--- src/rtl/pib_pkg.sv ---
`timescale 1ns / 1ps
// Shared constants, types and request layouts for the point-in-box classifier.
// Used by every module under rtl except pib_ram; depends on nothing else.
package pib_pkg;

  localparam int MAX_BOXES   = 64;
  localparam int NUM_CORNERS = 4;
  localparam int NUM_EDGES   = 3;
  localparam int NUM_AXES    = 3;

  localparam int COORD_W  = 20;
  localparam int CORNER_W = COORD_W * NUM_AXES;
  localparam int DIFF_W   = COORD_W + 1;
  localparam int PROD_W   = 2 * DIFF_W;
  localparam int DOT_W    = PROD_W + 2;

  localparam int BOX_W = (MAX_BOXES > 1) ? $clog2(MAX_BOXES) : 1;
  localparam int CNT_W = $clog2(MAX_BOXES + 1);

  localparam int COUNT_REG_W = 7;
  localparam int SLOT_W      = 6;
  localparam int SEL_W       = 2;
  localparam int HIT_W       = 6;

  localparam int CFG_INDEX_W = 1;
  localparam int CFG_DATA_W  = 20;
  localparam logic [CFG_INDEX_W-1:0] CFG_BOX_COUNT    = 1'b0;
  localparam logic [CFG_INDEX_W-1:0] CFG_HEIGHT_FLOOR = 1'b1;

  localparam logic FUNC_LOAD     = 1'b0;
  localparam logic FUNC_CLASSIFY = 1'b1;

  // Default floor is -2.0 in Q11.8.
  localparam logic signed [COORD_W-1:0] FLOOR_RESET = -20'sd512;

  localparam int IN_BITS    = SLOT_W + SEL_W + CORNER_W;
  localparam int IN_DATA_W  = ((IN_BITS + 7) / 8) * 8;
  localparam int OUT_BITS   = HIT_W + CORNER_W;
  localparam int OUT_DATA_W = ((OUT_BITS + 7) / 8) * 8;

  typedef logic signed [COORD_W-1:0] coord_t;
  typedef logic signed [DIFF_W-1:0]  diff_t;
  typedef logic signed [DOT_W-1:0]   dot_t;

  // One box test in flight along the cell row. Vector components are
  // rotated by each cell so that the next axis always sits at index 0.
  typedef struct packed {
    logic                                   valid;
    logic                                   last;
    logic [BOX_W-1:0]                       box;
    diff_t [NUM_EDGES-1:0][NUM_AXES-1:0]    ev;
    diff_t [NUM_AXES-1:0]                   v0;
    diff_t [NUM_EDGES-1:0][NUM_AXES-1:0]    vk;
    dot_t  [NUM_EDGES-1:0]                  dot0;
    dot_t  [NUM_EDGES-1:0]                  dotk;
  } lane_t;

  typedef struct packed {
    logic             valid;
    logic             last;
    logic [BOX_W-1:0] box;
    logic             hit;
  } verdict_t;

endpackage

--- src/rtl/pib_judge.sv ---
`timescale 1ns / 1ps
// Sign test at the end of the cell row: turns six dot products into a box verdict.
// Depends on pib_pkg.
module pib_judge import pib_pkg::*; (
  input  logic     clk,
  input  logic     rst,
  input  lane_t    lane_in,
  output verdict_t verdict
);

  logic enclosed;

  // Each edge needs two nonzero dot products of opposite sign.
  always_comb begin
    enclosed = 1'b1;
    for (int k = 0; k < NUM_EDGES; k++) begin
      if ((lane_in.dot0[k] == '0) || (lane_in.dotk[k] == '0) ||
          (lane_in.dot0[k][DOT_W-1] == lane_in.dotk[k][DOT_W-1])) begin
        enclosed = 1'b0;
      end
    end
  end

  always_ff @(posedge clk) begin
    if (rst) begin
      verdict.valid <= 1'b0;
    end else begin
      verdict.valid <= lane_in.valid;
      verdict.last  <= lane_in.last;
      verdict.box   <= lane_in.box;
      verdict.hit   <= enclosed;
    end
  end

endmodule

--- config.mk ---
export PLATFORM = sky130hd
export DESIGN_NAME = pib_judge
export DESIGN_NICKNAME = d
export VERILOG_FILES = /design/src/rtl/pib_pkg.sv /design/src/rtl/pib_judge.sv
export SDC_FILE = /design/constraint.sdc
export NUM_CORES = 1
export LEC_CHECK = 0
export CELL_PAD_IN_SITES_DETAIL_PLACEMENT = 0
export CELL_PAD_IN_SITES_GLOBAL_PLACEMENT = 2
export CORE_AREA = 2 2 285 287
export DETAILED_ROUTE_END_ITERATION = 8
export DIE_AREA = 0 0 287 289
export DONT_BUFFER_PORTS = 1
export PLACE_DENSITY_LB_ADDON = 0.1
export SYNTH_ARGS = -nofsm -noshare
export SYNTH_HDL_FRONTEND = slang
export SYNTH_SLANG_ARGS = --single-unit
--- constraint.sdc ---
create_clock -name clk -period 2.8 [get_ports clk]
set_input_delay 0.14 -clock clk [delete_from_list [all_inputs] [get_ports clk]]
set_output_delay 0.14 -clock clk [all_outputs]
set_load 0.02 [all_outputs]
==> flow_summary_export.csv <==
group,metric,value,unit
worst_hold_path,min_path_cells,1,
sta,slew_violations,0,
drt,drtIter0Drc,16,
cts,cts.clk_slew.worst_paths,40,ps
place,dpl_cell_area,2250,um2
sta,fin_crit_sh,0.619,
power,p_leak,0.250,nW
yosys,synth_top_area_share,0.475,
worst_hold_path,hold_class,"input pin to flip-flop",
die,initial_core_util,0.0109,
drt,dr.pass1.iters,3,
finish,final-instance-count-excl-fill,1188,
drt,wl_per_cell,7.20,um
power,peakVddDrop,176,uV
place,port_buffers,0,
yosys,synth_area_leader_cell,"nor4_1",
die,pin_count,724,
critical_path,cp.required,2770,ps
yosys,ys_async_sr_fraction,0,
run_status,run_status,"complete, no violations",
finish,drive_gt1_frac,0.0880,
finish,largest_register,"verdict",
worst_hold_path,whs_endpoint,"verdict[8]",
sta,relSlewSlack,0.404,
yosys,syn-cell-area,870,um2
yosys,synth-main-ff-cell,"edfxtp_1",
yosys,synth_most_common_cell,"nor4_1",
finish,reg.largest.list,"verdict x9",
die,die_width,287,um
finish,syn_to_final_growth,178,%
cts,cts_setup_buffers,0,
sta,hold_violations,0,
sta,tightest_slew,886,ps
sta,rsz0062_at_grt,"no",
sta,fmax,577,MHz
global_routing,track_usage,0.0186,
critical_path,critPathKind,"input pin to flip-flop",
worst_hold_path,hp-start,"lane_in[712]",
die,num_rows,104,
power,powerDensity,197,nW/um2
die,dieArea,82900,um2
global_routing,antenna_found_initial,8,
drt,viasPerCell,1.06,
yosys,ys_seq_area_frac,0.299,
yosys,ys_top_cells_by_area,"nor4_1 47%, edfxtp_1 28%, nand4_1 8.6%, nand3_1 4.0%, nor3_1 3.5%",
yosys,syn_nets,822,
drt,drc,0,
cts,cts_buffers,3,
yosys,avgSynthCellArea,8.13,um2
sta,setup_viol,0,
yosys,synth_cell_types,11,
die,die_h,289,um
drt,vias,1255,
critical_path,worstPathArrival,1700,ps
global_routing,grt_max_degree,9,
critical_path,endpoint_kind,"flip-flop",
place,place_inst,1173,
cts,cts_sinks,9,
global_routing,grt_remaining_overflow,0,
flow_run,maxCapViolCount,0,
cts,cts_htree_levels,1,
yosys,synth_top_cells_by_count,"66 x nor4_1, 12 x nand4_1, 8 x edfxtp_1, 7 x nand3_1, 6 x nor3_1",
cts,cts_root_buf,"clkbuf_16",
finish,postLayoutCellArea,2410,um2
yosys,synthCells,107,
cts,cts_tree,"done",
global_routing,grt_pass1_wl,9870,um
yosys,synth_edf_count,8,
die,core,79900,um2
cts,cts_buffer_depth,2,
yosys,ys_ff_latch,9,
drt,drt-total-wl,8560,um
finish,largest_reg_flops,9,
drt,antenna_left,0,
critical_path,start_kind,"input pin",
finish,fin_nets,841,
sta,period_needed,1730,ps
place,gp_congestion,0.644,
global_routing,grt_pass1_vias,1411,
critical_path,crit_fanout,1,
yosys,synth-warning-count,0,
sta,fin_tns_setup,0,ps
-- per-layer routing --
layer	wire length [um]	global-route usage	up-vias
met5	26	0	-
met4	174	0.00859	4
met3	1290	0.0123	14
met2	4510	0.0337	176
met1	2550	0.0156	521
li1	-	-	540
-- per-stage QoR --
step / power [W] / setup slack, ps / utilization / hold slack (ps)
final: 0.000475 / 1070 / 0.0302 / 42.6
after global routing: 0.000499 / 672 / 0.0301 / 49.5
after CTS: 0.000480 / 859 / 0.0295 / 0.111
after detailed placement: 0.000222 / 623 / 0.0281 / 217
after global placement: 0.000222 / 689 / 0.0281 / 212
after floorplan: 0.000202 / 1570 / - / 212
-- placed cells by master (no fill, tap or decap), types with 2 or more instances in the layout --
cell type	synthesis	layout
nor4_1	66	65
dlygate4sd3_1	0	8
nor3_1	6	6
xor2_1	3	3
nand3_1	7	7
clkbuf_16	0	3
diode_2	0	3
nand4_1	12	12
nor4_2	1	2
edfxtp_1	8	8
buf_4	0	6
-- where the power goes --
group	switching [W]	leakage, nW	internal, W
Clock	0.0000601	0.0382	0.000190
Sequential	0.0000173	0.0864	0.000159
Combinational	0.0000205	0.125	0.0000272
-- worst max-delay path: stages --
cell and delay (ps):
nor4_1 750, nand4_1 310, nor3_1 280, buf_4 150, nor4_2 60
-- logic make-up (layout without fill, tap and decap cells) --
group	Yosys count	after routing	share of synthesized area
xor+xnor	3	3	0.0302
flops	9	9	0.299
simple gates	94	94	0.666
other cells	0	3	0
buf+inv	1	19	0.00431
-- worst max-delay path by stage --
stage,startpoint,to,slack [ps]
final,lane_in[95],verdict[0],1070
after global routing,lane_in[95],verdict[0],670
after CTS,lane_in[95],verdict[0],860
after detailed placement,lane_in[95],verdict[0],620
after global placement,lane_in[95],verdict[0],690
after floorplan,lane_in[233],verdict[0],1570
-- timing repair --
action                                  in CTS  in global routing
endpoints found under the setup margin       0                  0
resized for setup                            0                  0
hold buffers                                 3                  5
hold endpoints to repair                     3                  5
-- cell type report --
type	count	area, um2
Antenna cell	3	7.51
Clock buffer	4	78.8
Fill cell	9598	77500
Inverter	1	3.75
Multi-Input combinational cell	97	612
Sequential cell	9	260
Tap cell	1060	1330
Timing Repair Buffer	14	125
(Power assumes the default switching activity.)
