==> config.mk <==
export PLATFORM = sky130hd
export DESIGN_NAME = pib_ram
export DESIGN_NICKNAME = d
export VERILOG_FILES = /design/src/rtl/pib_ram.sv
export SDC_FILE = /design/constraint.sdc
export NUM_CORES = 1
export LEC_CHECK = 0
export BUFFER_PORTS_ARGS = -buffer_cell sky130_fd_sc_hd__buf_2
export CAP_MARGIN = 0
export CORE_MARGIN = 2
export CORE_UTILIZATION = 54
export DETAILED_ROUTE_END_ITERATION = 10
export PLACE_DENSITY = 0.82
export SYNTH_ARGS = -nofsm -noshare
export SYNTH_HDL_FRONTEND = slang
export SYNTH_SLANG_ARGS = --single-unit
==> constraint.sdc <==
create_clock -name clk -period 1.7 [get_ports clk]
set_clock_uncertainty 0.05 [all_clocks]
set_input_delay 0.085 -clock clk [delete_from_list [all_inputs] [get_ports clk]]
set_output_delay 0.085 -clock clk [all_outputs]
set_load 0.02 [all_outputs]
==> src/rtl/pib_ram.sv <==
`timescale 1ns / 1ps
// Generic single-write, single-read RAM with a registered read port.
// Stand-alone; no package needed.
module pib_ram #(
  parameter int WIDTH = 8,
  parameter int DEPTH = 16
) (
  input  logic                                       clk,
  input  logic                                       we,
  input  logic [((DEPTH > 1) ? $clog2(DEPTH) : 1)-1:0] waddr,
  input  logic [WIDTH-1:0]                           wdata,
  input  logic [((DEPTH > 1) ? $clog2(DEPTH) : 1)-1:0] raddr,
  output logic [WIDTH-1:0]                           rdata
);

  logic [WIDTH-1:0] mem [DEPTH];

  always_ff @(posedge clk) begin
    if (we) begin
      mem[waddr] <= wdata;
    end
    rdata <= mem[raddr];
  end

endmodule

==> results of run 1 <==
## worst max-delay path by stage
| stage | startpoint | end | cells after the start | slack (ps) |
|---|---|---|---|---|
| 6_report | mem[9][3] | rdata[3] | 3 | 180 |
| 5_1_grt | mem[9][3] | rdata[3] | 3 | 130 |
| 4_1_cts | mem[9][3] | rdata[3] | 3 | 150 |
| 3_5_place_dp | raddr[0] | rdata[3] | 5 | 60 |
| 3_3_place_gp | raddr[0] | rdata[3] | 5 | 120 |
| 2_1_floorplan | waddr[2] | mem[0][0] | 2 | 70 |
## worst reg2reg max path: stages (launching register included)
cell	delay (ps)
edfxtp_1	360
mux4_1	530
a22oi_1	320
nand2_1	120
## layer usage
metal  GRT usage, %  up-vias
li1               -     1103
met1           28.8     1312
met2           33.9      126
met3           6.21       17
met4           8.84        0
met5              0        -
## cell type report
type	count	share of cell area [%]
Clock buffer	18	6.66
Clock inverter	14	3.57
Multi-Input combinational cell	83	16.9
Sequential cell	136	63.8
Tap cell	129	2.57
Timing Repair Buffer	55	6.50
## sequential cells by signal, indices dropped and copies added (netlist names)
register / count
mem: 128
rdata: 8
## power by group through the flow
stage	registers [mW]	logic, mW	clock network [mW]
final	3.78	0.393	3.90
after global routing	3.78	0.424	4.12
after CTS	3.78	0.397	3.96
after detailed placement	3.84	0.378	0
after global placement	3.84	0.366	0
after floorplan	3.86	0.190	0
## layout by cell type (no fill, tap or decap)
master         instances
edfxtp_1             128
buf_2                 25
buf_4                 19
mux4_2                18
a22oi_1               16
clkbuf_16             16
mux4_1                14
nor2_1                13
nand2_1                9
dlygate4sd3_1          8
dfxtp_1                8
bufinv_16              5
nor3_1                 4
clkinvlp_4             4
clkinv_4               3
buf_12                 3
nand3b_1               2
nand2b_1               2
inv_6                  2
nor2b_1                1
and2_1                 1
and2b_1                1
nand3_1                1
or3b_2                 1
clkbuf_8               1
clkbuf_1               1
## cell families (layout without fill, tap and decap cells)
| logic type | Yosys count | count (layout) |
|---|---|---|
| flip-flops | 136 | 136 |
| AND/OR/NAND/NOR | 35 | 35 |
| buffers and inverters | 10 | 87 |
| multiplexers | 32 | 32 |
| AO/OA/AOI/OAI | 16 | 16 |
==> implementation parameters, run 1 <==
Parameter                              Value

Run status
  Outcome ... finished, final reports clean

Yosys
  Nets in the synthesized netlist ... 247
  Post-synth EDFFs ... 128
  Sequential fraction of the synthesis area ... 77.8%
  Post-synthesis xor/xnor area fraction ... 0%
  Simple-gate portion of the synthesized area ... 3.18%
  Share of cell area taken by muxes after synthesis ... 15.0%
  Post-synthesis cell type with the largest combined area ... edfxtp_1
  Post-synthesis share of cell area spent on full adders, half adders and majority gates ... 0%
  Combinational family with the most area after synthesis ... multiplexers
  Post-synthesis cell type count ... 19
  Share of flip-flops with an asynchronous set or reset after synthesis ... 0%
  Synthesized-area fraction occupied by ao, oa, aoi and oai cells ... 2.33%
  Most frequent cell after synthesis ... edfxtp_1
  Count of state elements after synthesis ... 136
  Cell count after synthesis ... 229
  Top cell types by occurrence after synthesis ... edfxtp_1 (128), mux4_2 (18), a22oi_1 (16)
  Synth top area cells ... edfxtp_1 (75%), mux4_2 (7.9%), mux4_1 (7.1%)
  Yosys synthesis warning count ... 0
  Top-area cell type share of the netlist area ... 74.7%
  Combined area of all synthesized cells ... 5150 um^2
  Ys flop type ... edfxtp_1
  Average cell area after synthesis ... 22.5 um^2

Floorplanning
  Area of the die ... 10300 um^2
  Overall die height ... 102 um
  Die boundary width ... 102 um
  Effective utilization at floorplan ... 55.7%
  Core box area ... 9240 um^2
  Count of standard-cell rows ... 35
  I/O pin count ... 26

Finish
  Area added between synthesis and finish ... 21.9%
  Non-Filler Instances ... 435
  Fill cells ... 549
  Reg area ... 4000 um^2
  Multi-input gate area in the final layout ... 1060 um^2
  Share of layout cells above drive strength 1 ... 31.7%
  Antenna diode instance count ... 0
  Fin util ... 67.9%
  Fin nets ... 311
  Non-Filler Cell Area, Final ... 6270 um^2

Power and ir drop
  Power density over the cells ... 1290 nW/um^2
  Worst VDD drop ... 826 uV
  Clock Power Share ... 48.4%
  Static power due to leakage ... 2.15 nW
  Net switching power ... 1.61 mW
  Share of total power in combinational logic ... 4.9%
  Sequential Power Share ... 46.8%
  Sum of internal, switching and leakage power ... 8.07 mW
  Sw Share ... 19.9%
  Cell internal power dissipation ... 6.46 mW

Min path
  Start point of the worst min-delay path ... raddr[3]
  WHS Path Cells ... 5
  Terminating pin of the worst hold path ... rdata[0]
  Hold Crit Class ... primary input to flip-flop

Setup path
  Slowest stage delay, CP ... 530 ps
  Critical path data arrival time ... 1850 ps
  Critical Setup Path Class ... flip-flop to flip-flop
  Worst Setup Start Kind ... flip-flop
  Critical Path, Cell by Cell ... mux4_1, a22oi_1, nand2_1
  Largest fanout of any net on the critical path ... 1
  Critical path buffer and inverter count ... 0
  Data required, critical path ... 2030 ps
  Setup slack on the worst flop-to-flop path ... 180 ps
  Cell family with most CP delay ... multiplexers
  RR Startpoint ... mem[9][3]
  Worst setup EP type ... flip-flop
  Critical path's slowest cell ... mux4_1
  Endpoint of the most critical register-to-register path ... rdata[3]
  R2R depth ... 3

Timing
  Max-slew violation total from the final report ... 0
  Achievable frequency ... 0.658 GHz
  RSZ-0062 raised after global routing ... false
  Fin worst setup slack ... 179 ps
  Tmin final ... 1520 ps
  Slew margin rel. ... 51.9%
  Worst Tran Pin Value ... 721 ps
  Final setup vio count ... 0
  Hold Violations, Final ... 0
  Hold slack final ... 81.3 ps
  Setup TNS Final ... 0 ps
  Post-route clock period utilization ... 89.4%

Global routing
  Pin count of the biggest net entering global routing ... 17
  GRT Residual Overflow ... 0
  GRT Resource Usage Total ... 21.6%
  Number of antenna violations at the first check in global routing ... 0
  First-pass GRT wire length ... 15300 um
  Vias in the first global route ... 2603

Clocking
  Total clock sinks ... 136
  Setup Fix Bufs, Post-CTS ... 0
  Post-CTS Resized ... 0
  Worst-path clk slew ... 60 ps
  Clk buf depth ... 2
  Total clock buffers created by CTS ... 17
  H-Tree Depth ... 4
  Clock root buffer ... clkbuf_8
  Hold buffer count at cts ... 8
  Insertion delay to the later sink of the worst-skew pair ... 510 ps
  Clock tree from TritonCTS ... built

Routing
  Total routed wirelength ... 10000 um
  Wire length per cell ... 23.0 um
  Highest layer used for signal routing ... met4
  Count of antenna-violating nets left after detailed routing ... 0
  Mean number of vias per cell ... 5.88
  Met3 wire len ... 699 um
  Total number of vias ... 2558
  DR DRC count ... 0
  Wire length on met1 ... 4020 um
  Number of detailed-routing iterations run before antenna repair ... 4
  WL met2 ... 5090 um
  Drt initial violations ... 242

Placed design
  Number of buffers added on ports ... 25
  Detailed Place HPWL ... 6440 um
  Final GP Congestion ... 0.782
  Total placed instance area ... 5550 um^2
  Worst slack after detailed placement ... 59.7 ps
  Number of instances in the placed design ... 395

Job
  Number of max-cap violations ... 0
(Power assumes the default switching activity.)
==> run 2: changes to the inputs <==
- ABC_AREA: default -> 1
- CORE_UTILIZATION: 54 -> 55
- PLACE_DENSITY: 0.82 -> 0.83
==> run 2 against run 1 <==
Total power shrank 0.56%. Synthesized cell count grew 140%. Clock power shrank 4%. Register-to-register slack gained 380 ps. Design area grew 7.7%. Worst hold slack lost 58 ps. Routed wire length grew 30%. Maximum frequency grew 26%. Sequential share of layout area shrank 4.6 points. Die area grew 9.6%.
==> implementation parameters, run 2 <==
Parameter                              Value

Run status
  Outcome ... finished, final reports clean

Placed design
  Number of buffers added on ports ... 25 (unchanged)
  Number of instances in the placed design ... 709 (+79%)
  Detailed Place HPWL ... 7680 um (+19%)
  Worst slack after detailed placement ... 346 ps (+287 ps)
  Total placed instance area ... 6050 um^2 (+9.1%)
  Final GP Congestion ... 0.841 (+7.5%)

Yosys
  Combined area of all synthesized cells ... 5770 um^2 (+12%)
  Share of flip-flops with an asynchronous set or reset after synthesis ... 0% (unchanged)
  Post-synthesis xor/xnor area fraction ... 0% (unchanged)
  Top-area cell type share of the netlist area ... 66.7% (-8.0 points)
  Yosys synthesis warning count ... 0 (unchanged)
  Synthesized-area fraction occupied by ao, oa, aoi and oai cells ... 0% (-2.3 points)
  Combinational family with the most area after synthesis ... simple AND/OR/NAND/NOR gates
  Post-synthesis cell type count ... 12 (-7)
  Most frequent cell after synthesis ... nand2_1
  Share of cell area taken by muxes after synthesis ... 0% (-15 points)
  Cell count after synthesis ... 551 (+140%)
  Nets in the synthesized netlist ... 569 (+130%)
  Post-synth EDFFs ... 128 (unchanged)
  Ys flop type ... edfxtp_1
  Sequential fraction of the synthesis area ... 69.4% (-8.4 points)
  Top cell types by occurrence after synthesis ... nand2_1 (173), edfxtp_1 (128), inv_1 (100)
  Post-synthesis cell type with the largest combined area ... edfxtp_1
  Count of state elements after synthesis ... 136 (unchanged)
  Simple-gate portion of the synthesized area ... 21.0% (+18 points)
  Synth top area cells ... edfxtp_1 (67%), nand2_1 (11%), nand3_1 (8.4%)
  Average cell area after synthesis ... 10.5 um^2 (-53%)
  Post-synthesis share of cell area spent on full adders, half adders and majority gates ... 0% (unchanged)

Routing
  Total number of vias ... 3980 (+56%)
  Number of detailed-routing iterations run before antenna repair ... 5 (+1)
  Count of antenna-violating nets left after detailed routing ... 0 (unchanged)
  Drt initial violations ... 430 (+78%)
  Wire length per cell ... 17.4 um (-24%)
  DR DRC count ... 0 (unchanged)
  Mean number of vias per cell ... 5.31 (-9.8%)
  Total routed wirelength ... 13000 um (+30%)

Finish
  Antenna diode instance count ... 0 (unchanged)
  Share of layout cells above drive strength 1 ... 12.7% (-19 points)
  Most common cell after layout, fill and taps aside ... nand2_1
  Register name with the most flops ... mem
  Fin nets ... 619 (+99%)
  Non-Filler Cell Area, Final ... 6760 um^2 (+7.7%)
  Largest registers ranked by flip-flop count ... mem: 128 flops, rdata: 8 flops
  Non-Filler Instances ... 750 (+72%)
  Fin util ... 66.1% (-1.8 points)
  Flip-flop count of the largest register, all copies and words added ... 128 (unchanged)
  Leading cell types in the layout, fill and taps excluded ... nand2_1 (173), edfxtp_1 (128), inv_1 (100)
  Fill cells ... 746 (+36%)
  Area added between synthesis and finish ... 17.2%

Power and ir drop
  Cell internal power dissipation ... 6.28 mW (-2.9%)
  Clock Power Share ... 46.8% (-1.6 points)
  Sum of internal, switching and leakage power ... 8.03 mW (-0.56%)
  Sw Share ... 21.8% (+1.8 points)
  Net switching power ... 1.75 mW (+8.7%)
  Share of total power in combinational logic ... 6.1% (+1.2 points)
  Static power due to leakage ... 2.96 nW (+37%)
  Power density over the cells ... 1190 nW/um^2 (-7.7%)
  Worst VDD drop ... 549 uV (-34%)
  Sequential Power Share ... 47.1% (+0.3 points)

Setup path
  Slowest stage delay, CP ... 370 ps (-160 ps)
  Critical Setup Path Class ... flip-flop to primary output
  Data required, critical path ... 1560 ps (-470 ps)
  Largest fanout of any net on the critical path ... 1 (unchanged)
  Critical Path, Cell by Cell ... buf_2
  Launch point of the critical path ... rdata[3]
  RR Startpoint ... mem[0][7]
  Cell family with most CP delay ... flip-flops
  Critical path's slowest cell ... dfxtp_1
  Critical path buffer and inverter count ... 1 (+1)
  Critical path data arrival time ... 1070 ps (-780 ps)
  Worst Setup Start Kind ... flip-flop
  Worst setup EP type ... primary output

Floorplanning
  Die boundary width ... 106 um (+4.7%)
  Overall die height ... 106 um (+4.7%)
  Count of standard-cell rows ... 37 (+5.7%)
  Area of the die ... 11300 um^2 (+9.6%)
  Core box area ... 10200 um^2 (+11%)
  I/O pin count ... 26 (unchanged)
  Effective utilization at floorplan ... 56.4% (+0.66 points)

Global routing
  First-pass GRT wire length ... 20400 um (+33%)
  Pin count of the biggest net entering global routing ... 38 (+21)
  GRT Resource Usage Total ... 24.7% (+3.1 points)
  GRT Residual Overflow ... 0 (unchanged)
  Vias in the first global route ... 3819 (+47%)
  Number of antenna violations at the first check in global routing ... 0 (unchanged)

Timing
  Setup TNS Final ... 0 ps (unchanged)
  Hold Violations, Final ... 0 (unchanged)
  Slew margin rel. ... 58.7% (+6.8 points)
  RSZ-0062 raised after global routing ... false
  Post-route clock period utilization ... 71.0% (-18 points)
  Fin worst setup slack ... 492 ps (+313 ps)
  Hold slack final ... 23.8 ps (-57.6 ps)
  Achievable frequency ... 0.828 GHz (+26%)
  Worst Tran Pin Value ... 619 ps (-102 ps)
  Max-slew violation total from the final report ... 0 (unchanged)
  Final setup vio count ... 0 (unchanged)
  Tmin final ... 1210 ps (-313 ps)

Clocking
  Total clock buffers created by CTS ... 17 (unchanged)
  Clk buf depth ... 2 (unchanged)
  Total clock sinks ... 136 (unchanged)
  Clock root buffer ... clkbuf_8
  Hold buffer count at cts ... 9 (+1)
  H-Tree Depth ... 4 (unchanged)
  Worst-path clk slew ... 60 ps (about the same)
  Insertion delay to the later sink of the worst-skew pair ... 520 ps (about the same)
  Setup Fix Bufs, Post-CTS ... 0 (unchanged)
  Post-CTS Resized ... 0 (unchanged)
  Clock tree from TritonCTS ... built

Min path
  Hold Crit Class ... primary input to flip-flop
  Start point of the worst min-delay path ... raddr[2]

Job
  Number of max-cap violations ... 0 (unchanged)
[run 2: cell count changes after synthesis, sizes merged, moves of 2 or more]
cell           previous run  this run
nand2                     9       173
inv                       0       102
nand3                     1        97
mux4                     32         0
buf                       7        24
a22oi                    16         0
nor2                     13        17
nor3                      4         0
clkdlybuf4s25             3         0
nand2b                    2         0
[run 2: area by class of cell]
cell class                 instances  area (um^2)  area share, %
multi-input combinational        289         1210           18.0
timing repair buffer              55          373           5.52
clock inverter                    15          200           2.96
sequential                       136         4000           59.2
clock buffer                      17          414           6.13
inverter                         102          383           5.67
tap                              136          170           2.52
[run 2: kinds of logic after synthesis]
group | Yosys count
buffers and inverters | 126
flip-flops | 136
AND/OR/NAND/NOR | 289
[run 2: power by group through the flow]
| stage | Sequential (mW) | Clock, mW | Combinational, mW |
|---|---|---|---|
| global route | 3.78 | 3.94 | 0.537 |
| detailed placement | 3.85 | 0 | 0.459 |
| floorplan | 3.86 | 0 | 0.264 |
| CTS | 3.78 | 3.78 | 0.485 |
| finish | 3.78 | 3.76 | 0.489 |
| global placement | 3.84 | 0 | 0.447 |
[run 2: metal layers]
metal  global-route usage [%]  routed length (um)
met1                     33.6                5250
met2                     38.8                6240
met3                     5.58                1230
met4                     10.2                 327
met5                        0                   0
[run 2: worst paths after layout]
kind / to / slack [ps] / cells past startpoint
worst min register to register: rdata[6] / 630 / 6
worst min-delay path: rdata[6] / 20 / 4
worst max register to register: rdata[7] / 560 / 6
worst max-delay path: rdata[3] / 490 / 1
